File: config.mk
export PLATFORM = sky130hd
export DESIGN_NAME = two_plane_stub_matcher
export DESIGN_NICKNAME = d
export VERILOG_FILES = /design/src/rtl/tpsm_pkg.sv /design/src/rtl/two_plane_stub_matcher.sv /design/src/rtl/tpsm_store.sv /design/src/rtl/tpsm_queue.sv /design/src/rtl/tpsm_front.sv /design/src/rtl/tpsm_back.sv
export SDC_FILE = /design/constraint.sdc
export NUM_CORES = 2
export LEC_CHECK = 0
export BUFFER_PORTS_ARGS = -buffer_cell sky130_fd_sc_hd__clkbuf_2
export CAP_MARGIN = 20
export CORE_MARGIN = 3
export CORE_UTILIZATION = 52
export DETAILED_ROUTE_END_ITERATION = 12
export PLACE_DENSITY = 0.68
export SLEW_MARGIN = 25
export SYNTH_ARGS = -nofsm -noshare
export SYNTH_HDL_FRONTEND = slang
export SYNTH_SLANG_ARGS = --single-unit
export TNS_END_PERCENT = 5
File: constraint.sdc
create_clock -name clk -period 34.7 [get_ports clk]
set_input_delay 1.735 -clock clk [delete_from_list [all_inputs] [get_ports clk]]
set_output_delay 1.735 -clock clk [all_outputs]
set_load 0.01 [all_outputs]
File: src/rtl/tpsm_pkg.sv
// Shared types and constants of the two-plane stub matcher.
// No dependencies; every other file of the block imports this package.
package tpsm_pkg;

  localparam int PLANE_ONE_DEPTH = 8;
  localparam int PLANE_TWO_DEPTH = 8;
  localparam int EVENT_HITS      = 256;

  localparam int ONE_AW = (PLANE_ONE_DEPTH > 1) ? $clog2(PLANE_ONE_DEPTH) : 1;
  localparam int TWO_AW = (PLANE_TWO_DEPTH > 1) ? $clog2(PLANE_TWO_DEPTH) : 1;
  localparam int ONE_CW = $clog2(PLANE_ONE_DEPTH + 1);
  localparam int TWO_CW = $clog2(PLANE_TWO_DEPTH + 1);
  localparam int IDX_W  = $clog2(EVENT_HITS);

  localparam int QUEUE_DEPTH = 4;
  localparam int Q_AW        = $clog2(QUEUE_DEPTH);
  localparam int Q_CW        = $clog2(QUEUE_DEPTH + 1);

  localparam int SID_W   = 6;
  localparam int CX_W    = 18;
  localparam int POS_W   = 32;
  localparam int TIME_W  = 32;
  localparam int OIDX_W  = 8;
  localparam int MODE_W  = 2;
  localparam int KIND_W  = 2;
  localparam int CFG_W   = 18;
  localparam int REG_IDX_W = 3;

  localparam int IN_TDATA_W  = 176;
  localparam int OUT_TDATA_W = 152;

  // run modes
  localparam logic [MODE_W-1:0] MODE_MATCH    = 2'd0;
  localparam logic [MODE_W-1:0] MODE_DROP_ONE = 2'd1;
  localparam logic [MODE_W-1:0] MODE_DROP_TWO = 2'd2;

  // result kinds
  localparam logic [KIND_W-1:0] KIND_HIT  = 2'd0;
  localparam logic [KIND_W-1:0] KIND_STUB = 2'd1;
  localparam logic [KIND_W-1:0] KIND_END  = 2'd2;

  // configuration register indexes
  localparam logic [REG_IDX_W-1:0] REG_RUN_MODE  = 3'd0;
  localparam logic [REG_IDX_W-1:0] REG_PLANE_ONE = 3'd1;
  localparam logic [REG_IDX_W-1:0] REG_PLANE_TWO = 3'd2;
  localparam logic [REG_IDX_W-1:0] REG_KEEP      = 3'd3;
  localparam logic [REG_IDX_W-1:0] REG_RESIDUAL  = 3'd4;
  localparam logic [REG_IDX_W-1:0] REG_STUB_ID   = 3'd5;

  typedef enum logic [1:0] {BK_IDLE, BK_WALK, BK_FLUSH} bk_state_t;

  typedef struct packed {
    logic [MODE_W-1:0] run_mode;
    logic [SID_W-1:0]  plane_one_id;
    logic [SID_W-1:0]  plane_two_id;
    logic              keep_plane_hits;
    logic [CX_W-1:0]   max_residual;
    logic [SID_W-1:0]  stub_sensor_id;
  } cfg_t;

  // one queue entry: a forwarded hit, or an end of event with its snapshot
  typedef struct packed {
    logic              eoe;
    logic [SID_W-1:0]  sensor;
    logic [POS_W-1:0]  x;
    logic [POS_W-1:0]  y;
    logic [POS_W-1:0]  z;
    logic [TIME_W-1:0] tm;
    logic [IDX_W-1:0]  idx;
    logic              ovf;
    logic              match_en;
    logic [ONE_CW-1:0] n1;
    logic [TWO_CW-1:0] n2;
  } q_entry_t;

  typedef struct packed {
    logic              one_we;
    logic [ONE_AW-1:0] one_addr;
    logic              two_we;
    logic [TWO_AW-1:0] two_addr;
    logic [CX_W-1:0]   cx;
    logic [CX_W-1:0]   cy;
    logic [POS_W-1:0]  px;
    logic [POS_W-1:0]  py;
    logic [POS_W-1:0]  pz;
    logic [TIME_W-1:0] tm;
    logic [IDX_W-1:0]  idx;
  } st_wr_t;

  typedef struct packed {
    logic [CX_W-1:0]   one_cx;
    logic [CX_W-1:0]   one_cy;
    logic [POS_W-1:0]  one_px;
    logic [POS_W-1:0]  one_py;
    logic [POS_W-1:0]  one_pz;
    logic [TIME_W-1:0] one_tm;
    logic [IDX_W-1:0]  one_idx;
    logic [CX_W-1:0]   two_cx;
    logic [CX_W-1:0]   two_cy;
    logic [POS_W-1:0]  two_px;
    logic [POS_W-1:0]  two_py;
    logic [POS_W-1:0]  two_pz;
    logic [IDX_W-1:0]  two_idx;
  } st_rd_t;

endpackage

File: src/rtl/two_plane_stub_matcher.sv
// Two-plane stub matcher, top level: configuration registers, front, queue,
// plane stores and back part. Depends on tpsm_pkg and the tpsm_* modules.
// Hits: one per cycle while the queue has room and no event is in work; a forwarded
// hit passes the queue and the output register. End of event: take the transaction,
// walk plane-one/plane-two pairs, load the final result; no hit is taken until then.
// Reset (rst_n, synchronous) clears control and configuration; stores are not cleared.
module two_plane_stub_matcher (
  input  logic                               clk,
  input  logic                               rst_n,
  input  logic                               cfg_we,
  input  logic [tpsm_pkg::REG_IDX_W-1:0]     cfg_index,
  input  logic [tpsm_pkg::CFG_W-1:0]         cfg_wdata,
  input  logic                               in_tvalid,
  output logic                               in_tready,
  input  logic                               in_tlast,   // command: end of event
  // sensor_id, centroid_x, centroid_y, pos_x, pos_y, pos_z, hit_time, zero pad
  input  logic [tpsm_pkg::IN_TDATA_W-1:0]    in_tdata,
  output logic                               out_tvalid,
  input  logic                               out_tready,
  output logic                               out_tlast,  // last
  output logic [tpsm_pkg::KIND_W-1:0]        out_tuser,  // kind
  // out_sensor, out_x, out_y, out_z, out_time, first_index, second_index,
  // overflow, zero pad
  output logic [tpsm_pkg::OUT_TDATA_W-1:0]   out_tdata
);
  import tpsm_pkg::*;

  cfg_t     cfg_r;
  q_entry_t q_entry, q_head;
  st_wr_t   st_wr;
  st_rd_t   st_rd;
  logic     q_push, q_pop, q_empty, q_full, walk_done;
  logic [ONE_AW-1:0] rd_one_addr;
  logic [TWO_AW-1:0] rd_two_addr;

  always_ff @(posedge clk) begin
    if (!rst_n) begin
      cfg_r.run_mode        <= MODE_MATCH;
      cfg_r.plane_one_id    <= SID_W'(6);
      cfg_r.plane_two_id    <= SID_W'(7);
      cfg_r.keep_plane_hits <= 1'b1;
      cfg_r.max_residual    <= '0;
      cfg_r.stub_sensor_id  <= SID_W'(8);
    end else if (cfg_we) begin
      unique case (cfg_index)
        REG_RUN_MODE:  cfg_r.run_mode        <= cfg_wdata[MODE_W-1:0];
        REG_PLANE_ONE: cfg_r.plane_one_id    <= cfg_wdata[SID_W-1:0];
        REG_PLANE_TWO: cfg_r.plane_two_id    <= cfg_wdata[SID_W-1:0];
        REG_KEEP:      cfg_r.keep_plane_hits <= cfg_wdata[0];
        REG_RESIDUAL:  cfg_r.max_residual    <= cfg_wdata[CX_W-1:0];
        REG_STUB_ID:   cfg_r.stub_sensor_id  <= cfg_wdata[SID_W-1:0];
        default: ;
      endcase
    end
  end

  tpsm_front u_front (
    .clk       (clk),
    .rst_n     (rst_n),
    .cfg       (cfg_r),
    .in_tvalid (in_tvalid),
    .in_tready (in_tready),
    .in_tlast  (in_tlast),
    .in_tdata  (in_tdata),
    .q_full    (q_full),
    .q_push    (q_push),
    .q_entry   (q_entry),
    .st_wr     (st_wr),
    .walk_done (walk_done)
  );

  tpsm_queue u_queue (
    .clk       (clk),
    .rst_n     (rst_n),
    .push      (q_push),
    .push_data (q_entry),
    .pop       (q_pop),
    .head      (q_head),
    .empty     (q_empty),
    .full      (q_full)
  );

  tpsm_store u_store (
    .clk         (clk),
    .wr          (st_wr),
    .rd_one_addr (rd_one_addr),
    .rd_two_addr (rd_two_addr),
    .rd          (st_rd)
  );

  tpsm_back u_back (
    .clk         (clk),
    .rst_n       (rst_n),
    .cfg         (cfg_r),
    .q_empty     (q_empty),
    .q_head      (q_head),
    .q_pop       (q_pop),
    .rd_one_addr (rd_one_addr),
    .rd_two_addr (rd_two_addr),
    .rd          (st_rd),
    .walk_done   (walk_done),
    .out_tvalid  (out_tvalid),
    .out_tready  (out_tready),
    .out_tlast   (out_tlast),
    .out_tuser   (out_tuser),
    .out_tdata   (out_tdata)
  );

endmodule

File: src/rtl/tpsm_store.sv
// Plane-one and plane-two hit stores, one write port and one read port each.
// Depends on tpsm_pkg.
module tpsm_store (
  input  logic                   clk,
  input  tpsm_pkg::st_wr_t       wr,
  input  logic [tpsm_pkg::ONE_AW-1:0] rd_one_addr,
  input  logic [tpsm_pkg::TWO_AW-1:0] rd_two_addr,
  output tpsm_pkg::st_rd_t       rd
);
  import tpsm_pkg::*;

  logic [CX_W-1:0]   one_cx_r [PLANE_ONE_DEPTH];
  logic [CX_W-1:0]   one_cy_r [PLANE_ONE_DEPTH];
  logic [POS_W-1:0]  one_px_r [PLANE_ONE_DEPTH];
  logic [POS_W-1:0]  one_py_r [PLANE_ONE_DEPTH];
  logic [POS_W-1:0]  one_pz_r [PLANE_ONE_DEPTH];
  logic [TIME_W-1:0] one_tm_r [PLANE_ONE_DEPTH];
  logic [IDX_W-1:0]  one_idx_r[PLANE_ONE_DEPTH];
  logic [CX_W-1:0]   two_cx_r [PLANE_TWO_DEPTH];
  logic [CX_W-1:0]   two_cy_r [PLANE_TWO_DEPTH];
  logic [POS_W-1:0]  two_px_r [PLANE_TWO_DEPTH];
  logic [POS_W-1:0]  two_py_r [PLANE_TWO_DEPTH];
  logic [POS_W-1:0]  two_pz_r [PLANE_TWO_DEPTH];
  logic [IDX_W-1:0]  two_idx_r[PLANE_TWO_DEPTH];

  always_ff @(posedge clk) begin
    if (wr.one_we) begin
      one_cx_r[wr.one_addr]  <= wr.cx;
      one_cy_r[wr.one_addr]  <= wr.cy;
      one_px_r[wr.one_addr]  <= wr.px;
      one_py_r[wr.one_addr]  <= wr.py;
      one_pz_r[wr.one_addr]  <= wr.pz;
      one_tm_r[wr.one_addr]  <= wr.tm;
      one_idx_r[wr.one_addr] <= wr.idx;
    end
    if (wr.two_we) begin
      two_cx_r[wr.two_addr]  <= wr.cx;
      two_cy_r[wr.two_addr]  <= wr.cy;
      two_px_r[wr.two_addr]  <= wr.px;
      two_py_r[wr.two_addr]  <= wr.py;
      two_pz_r[wr.two_addr]  <= wr.pz;
      two_idx_r[wr.two_addr] <= wr.idx;
    end
  end

  always_comb begin
    rd.one_cx  = one_cx_r[rd_one_addr];
    rd.one_cy  = one_cy_r[rd_one_addr];
    rd.one_px  = one_px_r[rd_one_addr];
    rd.one_py  = one_py_r[rd_one_addr];
    rd.one_pz  = one_pz_r[rd_one_addr];
    rd.one_tm  = one_tm_r[rd_one_addr];
    rd.one_idx = one_idx_r[rd_one_addr];
    rd.two_cx  = two_cx_r[rd_two_addr];
    rd.two_cy  = two_cy_r[rd_two_addr];
    rd.two_px  = two_px_r[rd_two_addr];
    rd.two_py  = two_py_r[rd_two_addr];
    rd.two_pz  = two_pz_r[rd_two_addr];
    rd.two_idx = two_idx_r[rd_two_addr];
  end

endmodule

File: src/rtl/tpsm_queue.sv
// Short FIFO of classified items between the front and back parts.
// Depends on tpsm_pkg.
module tpsm_queue (
  input  logic                 clk,
  input  logic                 rst_n,
  input  logic                 push,
  input  tpsm_pkg::q_entry_t   push_data,
  input  logic                 pop,
  output tpsm_pkg::q_entry_t   head,
  output logic                 empty,
  output logic                 full
);
  import tpsm_pkg::*;

  q_entry_t          mem_r [QUEUE_DEPTH];
  logic [Q_AW-1:0]   wr_ptr_r, wr_ptr_nxt;
  logic [Q_AW-1:0]   rd_ptr_r, rd_ptr_nxt;
  logic [Q_CW-1:0]   cnt_r, cnt_nxt;
  logic              do_push, do_pop;

  assign empty   = (cnt_r == '0);
  assign full    = (cnt_r == Q_CW'(QUEUE_DEPTH));
  assign head    = mem_r[rd_ptr_r];
  assign do_push = push && !full;
  assign do_pop  = pop && !empty;

  always_comb begin
    wr_ptr_nxt = wr_ptr_r;
    rd_ptr_nxt = rd_ptr_r;
    cnt_nxt    = cnt_r;
    if (do_push) begin
      wr_ptr_nxt = (wr_ptr_r == Q_AW'(QUEUE_DEPTH - 1)) ? '0 : wr_ptr_r + 1'b1;
    end
    if (do_pop) begin
      rd_ptr_nxt = (rd_ptr_r == Q_AW'(QUEUE_DEPTH - 1)) ? '0 : rd_ptr_r + 1'b1;
    end
    if (do_push && !do_pop) begin
      cnt_nxt = cnt_r + 1'b1;
    end else if (do_pop && !do_push) begin
      cnt_nxt = cnt_r - 1'b1;
    end
  end

  always_ff @(posedge clk) begin
    if (!rst_n) begin
      wr_ptr_r <= '0;
      rd_ptr_r <= '0;
      cnt_r    <= '0;
    end else begin
      wr_ptr_r <= wr_ptr_nxt;
      rd_ptr_r <= rd_ptr_nxt;
      cnt_r    <= cnt_nxt;
    end
  end

  always_ff @(posedge clk) begin
    if (do_push) begin
      mem_r[wr_ptr_r] <= push_data;
    end
  end

endmodule

File: src/rtl/tpsm_front.sv
// Front part: accepts input transactions, numbers and classifies hits,
// fills the plane stores and queues forwarded hits and end-of-event items.
// Depends on tpsm_pkg.
module tpsm_front (
  input  logic                          clk,
  input  logic                          rst_n,
  input  tpsm_pkg::cfg_t                cfg,
  input  logic                          in_tvalid,
  output logic                          in_tready,
  input  logic                          in_tlast,
  input  logic [tpsm_pkg::IN_TDATA_W-1:0] in_tdata,
  input  logic                          q_full,
  output logic                          q_push,
  output tpsm_pkg::q_entry_t            q_entry,
  output tpsm_pkg::st_wr_t              st_wr,
  input  logic                          walk_done
);
  import tpsm_pkg::*;

  logic              busy_r, busy_nxt;
  logic [IDX_W-1:0]  hit_cnt_r, hit_cnt_nxt;
  logic [ONE_CW-1:0] cnt1_r, cnt1_nxt;
  logic [TWO_CW-1:0] cnt2_r, cnt2_nxt;
  logic              ovf_r, ovf_nxt;

  logic              accept, is_one, is_two, one_full, two_full;
  logic              one_we, two_we, fwd, ovf_hit;
  logic [SID_W-1:0]  sid;

  assign sid       = in_tdata[5:0];
  assign in_tready = !busy_r && !q_full;
  assign accept    = in_tvalid && in_tready;
  assign is_one    = (sid == cfg.plane_one_id);
  assign is_two    = (sid == cfg.plane_two_id);
  assign one_full  = (cnt1_r == ONE_CW'(PLANE_ONE_DEPTH));
  assign two_full  = (cnt2_r == TWO_CW'(PLANE_TWO_DEPTH));

  always_comb begin
    one_we  = 1'b0;
    two_we  = 1'b0;
    fwd     = 1'b0;
    ovf_hit = ovf_r;
    unique case (cfg.run_mode)
      MODE_MATCH: begin
        one_we = is_one && !one_full;
        two_we = is_two && !two_full;
        if ((is_one && one_full) || (is_two && two_full)) begin
          ovf_hit = 1'b1;
        end
        fwd = !(is_one || is_two) || cfg.keep_plane_hits;
      end
      MODE_DROP_ONE: fwd = !is_one;
      MODE_DROP_TWO: fwd = !is_two;
      default:       fwd = 1'b0;
    endcase
  end

  always_comb begin
    st_wr.one_we   = accept && !in_tlast && one_we;
    st_wr.two_we   = accept && !in_tlast && two_we;
    st_wr.one_addr = cnt1_r[ONE_AW-1:0];
    st_wr.two_addr = cnt2_r[TWO_AW-1:0];
    st_wr.cx       = in_tdata[23:6];
    st_wr.cy       = in_tdata[41:24];
    st_wr.px       = in_tdata[73:42];
    st_wr.py       = in_tdata[105:74];
    st_wr.pz       = in_tdata[137:106];
    st_wr.tm       = in_tdata[169:138];
    st_wr.idx      = hit_cnt_r;
  end

  always_comb begin
    q_push            = accept && (in_tlast || fwd);
    q_entry.eoe       = in_tlast;
    q_entry.sensor    = sid;
    q_entry.x         = in_tdata[73:42];
    q_entry.y         = in_tdata[105:74];
    q_entry.z         = in_tdata[137:106];
    q_entry.tm        = in_tdata[169:138];
    q_entry.idx       = hit_cnt_r;
    q_entry.ovf       = in_tlast ? ovf_r : ovf_hit;
    q_entry.match_en  = (cfg.run_mode == MODE_MATCH);
    q_entry.n1        = cnt1_r;
    q_entry.n2        = cnt2_r;
  end

  always_comb begin
    busy_nxt    = busy_r;
    hit_cnt_nxt = hit_cnt_r;
    cnt1_nxt    = cnt1_r;
    cnt2_nxt    = cnt2_r;
    ovf_nxt     = ovf_r;
    if (accept) begin
      if (in_tlast) begin
        // hold off new hits until the back part has walked this event's stores
        busy_nxt    = 1'b1;
        hit_cnt_nxt = '0;
        cnt1_nxt    = '0;
        cnt2_nxt    = '0;
        ovf_nxt     = 1'b0;
      end else begin
        hit_cnt_nxt = (hit_cnt_r == IDX_W'(EVENT_HITS - 1)) ? '0 : hit_cnt_r + 1'b1;
        cnt1_nxt    = cnt1_r + ONE_CW'(st_wr.one_we);
        cnt2_nxt    = cnt2_r + TWO_CW'(st_wr.two_we);
        ovf_nxt     = ovf_hit;
      end
    end
    if (walk_done) begin
      busy_nxt = 1'b0;
    end
  end

  always_ff @(posedge clk) begin
    if (!rst_n) begin
      busy_r    <= 1'b0;
      hit_cnt_r <= '0;
      cnt1_r    <= '0;
      cnt2_r    <= '0;
      ovf_r     <= 1'b0;
    end else begin
      busy_r    <= busy_nxt;
      hit_cnt_r <= hit_cnt_nxt;
      cnt1_r    <= cnt1_nxt;
      cnt2_r    <= cnt2_nxt;
      ovf_r     <= ovf_nxt;
    end
  end

endmodule

File: src/rtl/tpsm_back.sv
// Back part: drains the queue, walks plane-one by plane-two pairs at end of
// event, and drives the registered output channel. Depends on tpsm_pkg.
module tpsm_back (
  input  logic                           clk,
  input  logic                           rst_n,
  input  tpsm_pkg::cfg_t                 cfg,
  input  logic                           q_empty,
  input  tpsm_pkg::q_entry_t             q_head,
  output logic                           q_pop,
  output logic [tpsm_pkg::ONE_AW-1:0]    rd_one_addr,
  output logic [tpsm_pkg::TWO_AW-1:0]    rd_two_addr,
  input  tpsm_pkg::st_rd_t               rd,
  output logic                           walk_done,
  output logic                           out_tvalid,
  input  logic                           out_tready,
  output logic                           out_tlast,
  output logic [tpsm_pkg::KIND_W-1:0]    out_tuser,
  output logic [tpsm_pkg::OUT_TDATA_W-1:0] out_tdata
);
  import tpsm_pkg::*;

  bk_state_t         state_r, state_nxt;
  logic [ONE_AW-1:0] i_r;
  logic [TWO_AW-1:0] j_r;
  logic [ONE_CW-1:0] n1_r;
  logic [TWO_CW-1:0] n2_r;
  logic              ovf_r;

  logic              pend_vld_r;
  logic [POS_W-1:0]  pend_x_r, pend_y_r, pend_z_r;
  logic [TIME_W-1:0] pend_tm_r;
  logic [IDX_W-1:0]  pend_i1_r, pend_i2_r;

  logic              out_vld_r;
  logic [KIND_W-1:0] out_kind_r, out_kind_nxt;
  logic [SID_W-1:0]  out_sid_r, out_sid_nxt;
  logic [POS_W-1:0]  out_x_r, out_x_nxt, out_y_r, out_y_nxt, out_z_r, out_z_nxt;
  logic [TIME_W-1:0] out_tm_r, out_tm_nxt;
  logic [IDX_W-1:0]  out_i1_r, out_i1_nxt, out_i2_r, out_i2_nxt;
  logic              out_ovf_r, out_ovf_nxt, out_last_r, out_last_nxt;

  logic              can_load, ld_out, pend_ld, pend_clr, latch, step;
  logic              head_hit, head_eoe, match, i_end, j_end;
  logic [CX_W-1:0]   dx, dy;
  logic [POS_W:0]    sum_x, sum_y, sum_z;

  assign rd_one_addr = i_r;
  assign rd_two_addr = j_r;

  assign can_load = !out_vld_r || out_tready;
  assign head_hit = !q_empty && !q_head.eoe;
  assign head_eoe = !q_empty && q_head.eoe;

  // pair evaluation for the current (i, j)
  assign dx    = (rd.one_cx > rd.two_cx) ? rd.one_cx - rd.two_cx : rd.two_cx - rd.one_cx;
  assign dy    = (rd.one_cy > rd.two_cy) ? rd.one_cy - rd.two_cy : rd.two_cy - rd.one_cy;
  assign match = (dx < cfg.max_residual) && (dy < cfg.max_residual);
  // sign-extended sum; dropping the low bit is the floor of the half
  assign sum_x = {rd.one_px[POS_W-1], rd.one_px} + {rd.two_px[POS_W-1], rd.two_px};
  assign sum_y = {rd.one_py[POS_W-1], rd.one_py} + {rd.two_py[POS_W-1], rd.two_py};
  assign sum_z = {rd.one_pz[POS_W-1], rd.one_pz} + {rd.two_pz[POS_W-1], rd.two_pz};

  assign i_end = (ONE_CW'(i_r) == n1_r - ONE_CW'(1));
  assign j_end = (TWO_CW'(j_r) == n2_r - TWO_CW'(1));
  assign step  = (state_r == BK_WALK) && (!match || !pend_vld_r || can_load);

  // next state
  always_comb begin
    state_nxt = state_r;
    unique case (state_r)
      BK_IDLE: begin
        if (head_eoe) begin
          state_nxt = (q_head.match_en && q_head.n1 != '0 && q_head.n2 != '0) ?
                      BK_WALK : BK_FLUSH;
        end
      end
      BK_WALK: begin
        if (step && i_end && j_end) begin
          state_nxt = BK_FLUSH;
        end
      end
      BK_FLUSH: begin
        if (can_load) begin
          state_nxt = BK_IDLE;
        end
      end
      default: state_nxt = BK_IDLE;
    endcase
  end

  // control and output payload
  always_comb begin
    q_pop        = 1'b0;
    latch        = 1'b0;
    ld_out       = 1'b0;
    pend_ld      = 1'b0;
    pend_clr     = 1'b0;
    walk_done    = 1'b0;
    out_kind_nxt = KIND_STUB;
    out_sid_nxt  = cfg.stub_sensor_id;
    out_x_nxt    = pend_x_r;
    out_y_nxt    = pend_y_r;
    out_z_nxt    = pend_z_r;
    out_tm_nxt   = pend_tm_r;
    out_i1_nxt   = pend_i1_r;
    out_i2_nxt   = pend_i2_r;
    out_ovf_nxt  = ovf_r;
    out_last_nxt = 1'b0;
    unique case (state_r)
      BK_IDLE: begin
        if (head_hit && can_load) begin
          q_pop        = 1'b1;
          ld_out       = 1'b1;
          out_kind_nxt = KIND_HIT;
          out_sid_nxt  = q_head.sensor;
          out_x_nxt    = q_head.x;
          out_y_nxt    = q_head.y;
          out_z_nxt    = q_head.z;
          out_tm_nxt   = q_head.tm;
          out_i1_nxt   = q_head.idx;
          out_i2_nxt   = '0;
          out_ovf_nxt  = q_head.ovf;
        end else if (head_eoe) begin
          q_pop = 1'b1;
          latch = 1'b1;
        end
      end
      BK_WALK: begin
        // a new stub pushes the held one out; the last one is held for flush
        if (step && match) begin
          pend_ld = 1'b1;
          ld_out  = pend_vld_r;
        end
      end
      BK_FLUSH: begin
        if (can_load) begin
          ld_out       = 1'b1;
          pend_clr     = 1'b1;
          walk_done    = 1'b1;
          out_last_nxt = 1'b1;
          if (!pend_vld_r) begin
            out_kind_nxt = KIND_END;
            out_sid_nxt  = '0;
            out_x_nxt    = '0;
            out_y_nxt    = '0;
            out_z_nxt    = '0;
            out_tm_nxt   = '0;
            out_i1_nxt   = '0;
            out_i2_nxt   = '0;
          end
        end
      end
      default: ;
    endcase
  end

  always_ff @(posedge clk) begin
    if (!rst_n) begin
      state_r    <= BK_IDLE;
      out_vld_r  <= 1'b0;
      pend_vld_r <= 1'b0;
    end else begin
      state_r <= state_nxt;
      if (ld_out) begin
        out_vld_r <= 1'b1;
      end else if (out_tready) begin
        out_vld_r <= 1'b0;
      end
      if (pend_ld) begin
        pend_vld_r <= 1'b1;
      end else if (pend_clr || latch) begin
        pend_vld_r <= 1'b0;
      end
    end
  end

  always_ff @(posedge clk) begin
    if (latch) begin
      i_r   <= '0;
      j_r   <= '0;
      n1_r  <= q_head.n1;
      n2_r  <= q_head.n2;
      ovf_r <= q_head.ovf;
    end else if (step) begin
      if (j_end) begin
        j_r <= '0;
        i_r <= i_r + 1'b1;
      end else begin
        j_r <= j_r + 1'b1;
      end
    end
    if (pend_ld) begin
      pend_x_r  <= sum_x[POS_W:1];
      pend_y_r  <= sum_y[POS_W:1];
      pend_z_r  <= sum_z[POS_W:1];
      pend_tm_r <= rd.one_tm;
      pend_i1_r <= rd.one_idx;
      pend_i2_r <= rd.two_idx;
    end
    if (ld_out) begin
      out_kind_r <= out_kind_nxt;
      out_sid_r  <= out_sid_nxt;
      out_x_r    <= out_x_nxt;
      out_y_r    <= out_y_nxt;
      out_z_r    <= out_z_nxt;
      out_tm_r   <= out_tm_nxt;
      out_i1_r   <= out_i1_nxt;
      out_i2_r   <= out_i2_nxt;
      out_ovf_r  <= out_ovf_nxt;
      out_last_r <= out_last_nxt;
    end
  end

  assign out_tvalid = out_vld_r;
  assign out_tlast  = out_last_r;
  assign out_tuser  = out_kind_r;
  assign out_tdata  = {1'b0, out_ovf_r, OIDX_W'(out_i2_r), OIDX_W'(out_i1_r), out_tm_r,
                       out_z_r, out_y_r, out_x_r, out_sid_r};

endmodule

# ---- Word-level counts from Yosys, hierarchy flattened
# Memory sizes are Yosys's and may differ from the RTL's. A register that Yosys moved wholly into a read port is not among the register bits.
# Cells that the tools add are included.
dict set report word_totals {
  regBits 333
  ramBits 3108
  output_inout_bits 157
  elab_cells 261
  mem_count 14
}
dict set report op_classes {
  addsub 18
  order_cmp 4
  eq_ne 22
  mux 101
  bitwise_logic 1
  n_reduce_logical 66
}
# name depth width rd rd_ports_with_merged_regs write_ports line_no
set memory_table {}
lappend memory_table {u_queue.mem_r 4 153 1 1 1 tpsm_queue.sv:15} ;# q_entry_t mem_r [QUEUE_DEPTH];
lappend memory_table {u_store.one_px_r 8 32 1 1 1 tpsm_store.sv:14} ;# logic [POS_W-1:0] one_px_r [PLANE_ONE_DEPTH];
lappend memory_table {u_store.one_py_r 8 32 1 1 1 tpsm_store.sv:15} ;# logic [POS_W-1:0] one_py_r [PLANE_ONE_DEPTH];
lappend memory_table {u_store.one_pz_r 8 32 1 1 1 tpsm_store.sv:16} ;# logic [POS_W-1:0] one_pz_r [PLANE_ONE_DEPTH];
lappend memory_table {u_store.one_tm_r 8 32 1 1 1 tpsm_store.sv:17} ;# logic [TIME_W-1:0] one_tm_r [PLANE_ONE_DEPTH];
lappend memory_table {u_store.two_px_r 8 32 1 1 1 tpsm_store.sv:21} ;# logic [POS_W-1:0] two_px_r [PLANE_TWO_DEPTH];
lappend memory_table {{+8 memories} -- -- -- -- -- --}
# cell n
set ops {}
lappend ops {{$mux 32} 12}
lappend ops {{$pmux 32 s2} 4}
lappend ops {{$add 32x32->33} 3}
lappend ops {{$sub 18x18->18} 4}
lappend ops {{$mux 3} 23}
lappend ops {{$mux 8} 8}
lappend ops {{$gt 18x18->1} 2}
lappend ops {{$lt 18x18->1} 2}
lappend ops {{$mux 18} 2}
lappend ops {{$pmux 8 s2} 2}
lappend ops {{$mux 1} 30}
lappend ops {{$logic_and 1x1->1} 24}
lappend ops {{$mux 2} 10}
lappend ops {{$mux 6} 3}
lappend ops {{$reduce_and 2->1} 8}
lappend ops {{$logic_not 1->1} 15}
lappend ops {{$eq 6x6->1} 2}
lappend ops {{$pmux 6 s2} 1}
lappend ops {{$add 3x1->3 const B} 3}
lappend ops {{$eq 3x3->1 const B} 3}
lappend ops {{$add 4x1->4} 2}
lappend ops {{$add 8x1->8 const B} 1}
lappend ops {{$eq 2x2->1 const B} 4}
lappend ops {{$eq 3x4->1} 2}
lappend ops {{other kinds (22)} 42}

# ---- Logic depth before layout (Yosys ltp)
dict set report depth {
  word_depth 12
  ltp_mapped 30
  depth_no_buf 25
}

# ---- Hierarchy
# A second synthesis with hierarchy kept.
dict set report hier_totals {
  hier_cells 7210
  area_unflattened_um2 142235.2
}
# mod n_inst cells_per_inst area_per_inst_um2 seq_area_each_um2
set by_module_without_submodules {}
lappend by_module_without_submodules {tpsm_store 1 3631 93653.6 74951.9}
lappend by_module_without_submodules {tpsm_queue 1 850 22514.1 18557.8}
lappend by_module_without_submodules {tpsm_back 1 2122 21032.7 9419.0}
lappend by_module_without_submodules {tpsm_front 1 450 3474.6 360.3}
lappend by_module_without_submodules {two_plane_stub_matcher 1 157 1560.2 780.7}

# ---- Least setup slack after synthesis
# Ideal clock, no wire load.
dict set report synth_path {
  kind {input to register}
  startpoint {input port in_tdata[3] (netlist bit)}
  endpoint {memory u_store.one_cx_r[0][0] (enable)}
  arrival_time_ns 14.336
  required_time_ns 33.786
  setup_slack_ns 19.450
  stages 6
  n_path_buf 0
  cell_sequence {xor2_1 -> nor4_1 -> nand3_1 -> nor3_1 -> nand2b_1 -> nor3_1}
}
dict set report synth_between {
  elab_chain_cells 6
}
# item line_no
set synth_lines {}
lappend synth_lines {{from (decl)} two_plane_stub_matcher.sv:17} ;# input logic [tpsm_pkg::IN_TDATA_W-1:0] in_tdata,
lappend synth_lines {{$eq 6x6->1} tpsm_front.sv:33} ;# assign is_one = (sid == cfg.plane_one_id);
lappend synth_lines {{$logic_and 1x1->1} tpsm_front.sv:45} ;# one_we = is_one && !one_full;
lappend synth_lines {{$mux 1} tpsm_front.sv:43} ;# unique case (cfg.run_mode)
lappend synth_lines {{$logic_and 1x1->1} tpsm_front.sv:59} ;# st_wr.one_we = accept && !in_tlast && one_we;
lappend synth_lines {{$mux 1} tpsm_store.sv:27} ;# if (wr.one_we) begin
lappend synth_lines {{$mux 1 (implied by the code)} tpsm_store.sv:28} ;# one_cx_r[wr.one_addr] <= wr.cx;
lappend synth_lines {{to (decl)} tpsm_store.sv:12} ;# logic [CX_W-1:0] one_cx_r [PLANE_ONE_DEPTH];
# Every way passes these cells.

==> results.cfg <==
[status]
status = finished clean

[yosys]
avgSynthCellArea_um2 = 21.0
synth_nets = 7040
yosys_warnings = 0
synth_edf_count = 3415
synth_cell_types = 82
async_reset_ff_share_pct = 0
synthFlopType = edfxtp_1
syn-cell-area_um2 = 139000
syn_inst = 6617
yosysSeqAreaShare_pct = 75.1
ys_ff_latch = 3497

[cells_and_area]
layout_commonest_cell = edfxtp_1
drive_above_1_share_pct = 27.5
area_growth_pct = 12.7
final_area_um2 = 156000
layout.nets = 7570
n_fill_cell = 18800
final_cell_mix = edfxtp_1 (3415), mux4_2 (774), clkbuf_16 (369)

[sta]
maxClockFrequency_mhz = 90.3
fin_tns_setup_ns = 0
clock-skew-final_ns = 0.0749
relSlewSlack_pct = 26.8
fin_crit_sh_pct = 31.9
tightest_slew_ns = 1.10
slew_viol_final = 0
fin_crit_ns = 11.07
rsz0062_at_grt = no
setup_viol = 0
finalHoldViolations = 0
setup_slack_ns = 23.63

[power_and_ir_drop]
peakVddDrop_v = 0.0000721
p_leak_nw = 50.4
power_frac_comb_pct = 23.4
seqPwrFrac_pct = 44.2
p_int_mw = 8.28
p_sw_mw = 3.21
p_per_area_nw_per_um2 = 73.5
sw_frac_of_total_pct = 28.0
clkPwrFrac_pct = 32.4

[clock_tree]
cts_tree = yes
cts_root_buf = clkbuf_16
postCtsSetupBuffers = 0
numCtsBuffers = 359
htreeDepth = 5
cts_resized = 0
cts.clk_slew.worst_paths_ns = 0.06
cts_hold_buf = 0
cts_buffer_depth = 4
clock-sinks = 3497
insertion_delay_ns = 0.91

[drt]
routed_wl_um = 322000
drc = 0
drtPass1Iterations = 5
vias_per_cell = 6.17
wl_per_cell_um = 29.4
vias = 67700
first_iter_violations = 6877
drtAntennaViolNets = 0

[floorplanning]
io_pins = 360
die_x_um = 522
core-area_um2 = 264000
die_y_um = 522
rows = 188
start_util_pct = 52.6
die-area_um2 = 273000

[worst_setup_path]
r2r_cells = 27
crit_fanout = 47
reg2reg_to = u_back.pend_z_r[18]$_DFFE_PP_
cp.required_ns = 35.17
worst-setup-path-type = register to register
ff2ff_setup_slack_ns = 23.63
start_kind = register
arrival_ns = 11.54
crit_path_end_kind = register
cp-endpoint = u_back.pend_z_r[18]$_DFFE_PP_

[global_routing]
grt_max_degree = 113
grt_pass1_wl_um = 471000
grt_pass1_vias = 69800
overflow = 0
grt_antenna_before_repair = 42
grt.total_usage_pct = 23.5

[hold_path]
holdCritPathClass = register to register
min_from = cfg_r[19]$_SDFFE_PN0P_

[placement]
hpwlAfterDp_um = 174000
port_buffers = 352
routabilityCongestion = 0.848
dpl_worst_slack_ns = 23.77
place_area_um2 = 145000

[run]
cap_violations = 0
[layer usage]
metal  routed length [um]  vias up  GRT usage (%)
met2               158000     2582           38.5
li1                     -    28500              -
met1               133000    36100           33.0
met3                22900      515           3.93
met5                  126        -              0
met4                 8220       18           6.40
[cell usage after synthesis, types with 37 or more instances]
library cell,n,area (um2)
inv_1,141,529
nand3_1,37,185
mux4_2,774,17400
nand2_1,152,571
buf_1,103,387
a21o_1,86,646
mux2_2,235,2650
mux2i_1,139,1390
clkbuf_1,165,619
nor3_1,41,205
nor2b_1,41,257
xor2_1,47,412
and2_1,38,238
o21ai_0,86,430
ha_1,212,2650
xnor2_1,84,736
edfxtp_1,3415,103000
dfxtp_1,82,1640
nor2_1,118,443
a21oi_1,125,626
a22o_1,144,1260
[worst max-delay path: stages (launching register included)]
cell and delay [ns]:
dfxtp_4 0.87, buf_4 0.78, buf_4 0.72, mux4_2 0.33, mux2i_1 0.12, inv_1 0.10
ha_1 0.17, inv_1 0.06, fa_1 0.43, a21oi_1 0.14, o21ai_0 0.12, a21o_1 0.23
a311oi_2 0.37, o21ai_2 0.15, a311oi_2 0.40, o21a_1 0.70, mux2i_1 0.34, xnor2_1 0.18
ha_1 0.28, a21o_1 0.16, a21o_1 0.17, a21oi_1 0.25, o2111ai_1 0.15, a2111oi_0 0.44
o211ai_1 0.47, nor2_4 0.84, buf_4 0.75, buf_4 0.70
[worst min path at each step]
stage / end / slack [ns] / depth (start not counted)
2_1_floorplan: cfg_r[17]$_SDFFE_PN0P_ / 0.44 / 2
3_3_place_gp: cfg_r[21]$_SDFFE_PN0P_ / 0.45 / 2
3_5_place_dp: cfg_r[23]$_SDFFE_PN0P_ / 0.46 / 2
4_1_cts: cfg_r[23]$_SDFFE_PN0P_ / 0.47 / 2
5_1_grt: cfg_r[10]$_SDFFE_PN0P_ / 0.49 / 2
6_report: cfg_r[19]$_SDFFE_PN0P_ / 0.46 / 2
[through the flow]
step	hold slack, ns	power, mW	cells	utilization (%)
final	0.465	11.5	11000	59.2
after global routing	0.494	12.0	11000	59.2
after CTS	0.466	11.6	10900	59.2
after detailed placement	0.458	7.86	10300	54.9
after global placement	0.454	7.81	10300	54.9
after floorplan	0.443	7.02	6617	-
[flip-flops by register name, summed over array words and instances (netlist names), 39 cells and up, named ones only]
signal,flops
u_store.one_cx_r,144
u_store.two_cy_r,144
u_store.two_cx_r,144
u_store.one_pz_r,256
u_store.one_py_r,256
u_store.two_px_r,256
u_store.one_px_r,256
u_store.one_idx_r,64
u_store.two_pz_r,256
u_store.two_py_r,256
u_store.one_tm_r,256
u_queue.mem_r,612
u_store.one_cy_r,144
cfg_r,39
u_store.two_idx_r,64
[layout make-up]
class                           count  area (um2)  share of cell area [%]
Inverter                          141         529                   0.339
Sequential cell                  3497      104000                    66.7
Antenna cell                       19        47.5                  0.0304
Multi-Input combinational cell   2689       33000                    21.1
Clock inverter                    207        1760                    1.12
Timing Repair Buffer              459        2800                    1.79
Clock buffer                      442        9610                    6.15
Tap cell                         3515        4400                    2.81
[power groups by stage]
| stage | clock network [mW] | logic [mW] | registers [mW] |
|---|---|---|---|
| floorplan | 0 | 1.84 | 5.19 |
| global placement | 0 | 2.64 | 5.17 |
| detailed placement | 0 | 2.68 | 5.18 |
| CTS | 3.79 | 2.70 | 5.09 |
| global route | 3.96 | 2.91 | 5.10 |
| finish | 3.72 | 2.69 | 5.08 |
[cell families (layout without fill, tap and decap cells)]
family / count (synthesis) / in the layout / synth area share, %
xor gates and xnor gates: 131 / 131 / 0.827
other: 1 / 20 / 0.00270
muxes: 1151 / 1151 / 15.5
adders and majority gates: 220 / 220 / 2.03
and+or+nand+nor: 551 / 551 / 1.99
AOI/OAI and AO/OA: 635 / 635 / 3.28
buffers and inverters: 431 / 1249 / 1.22
DFF: 3497 / 3497 / 75.1
(Power assumes the default switching activity.)
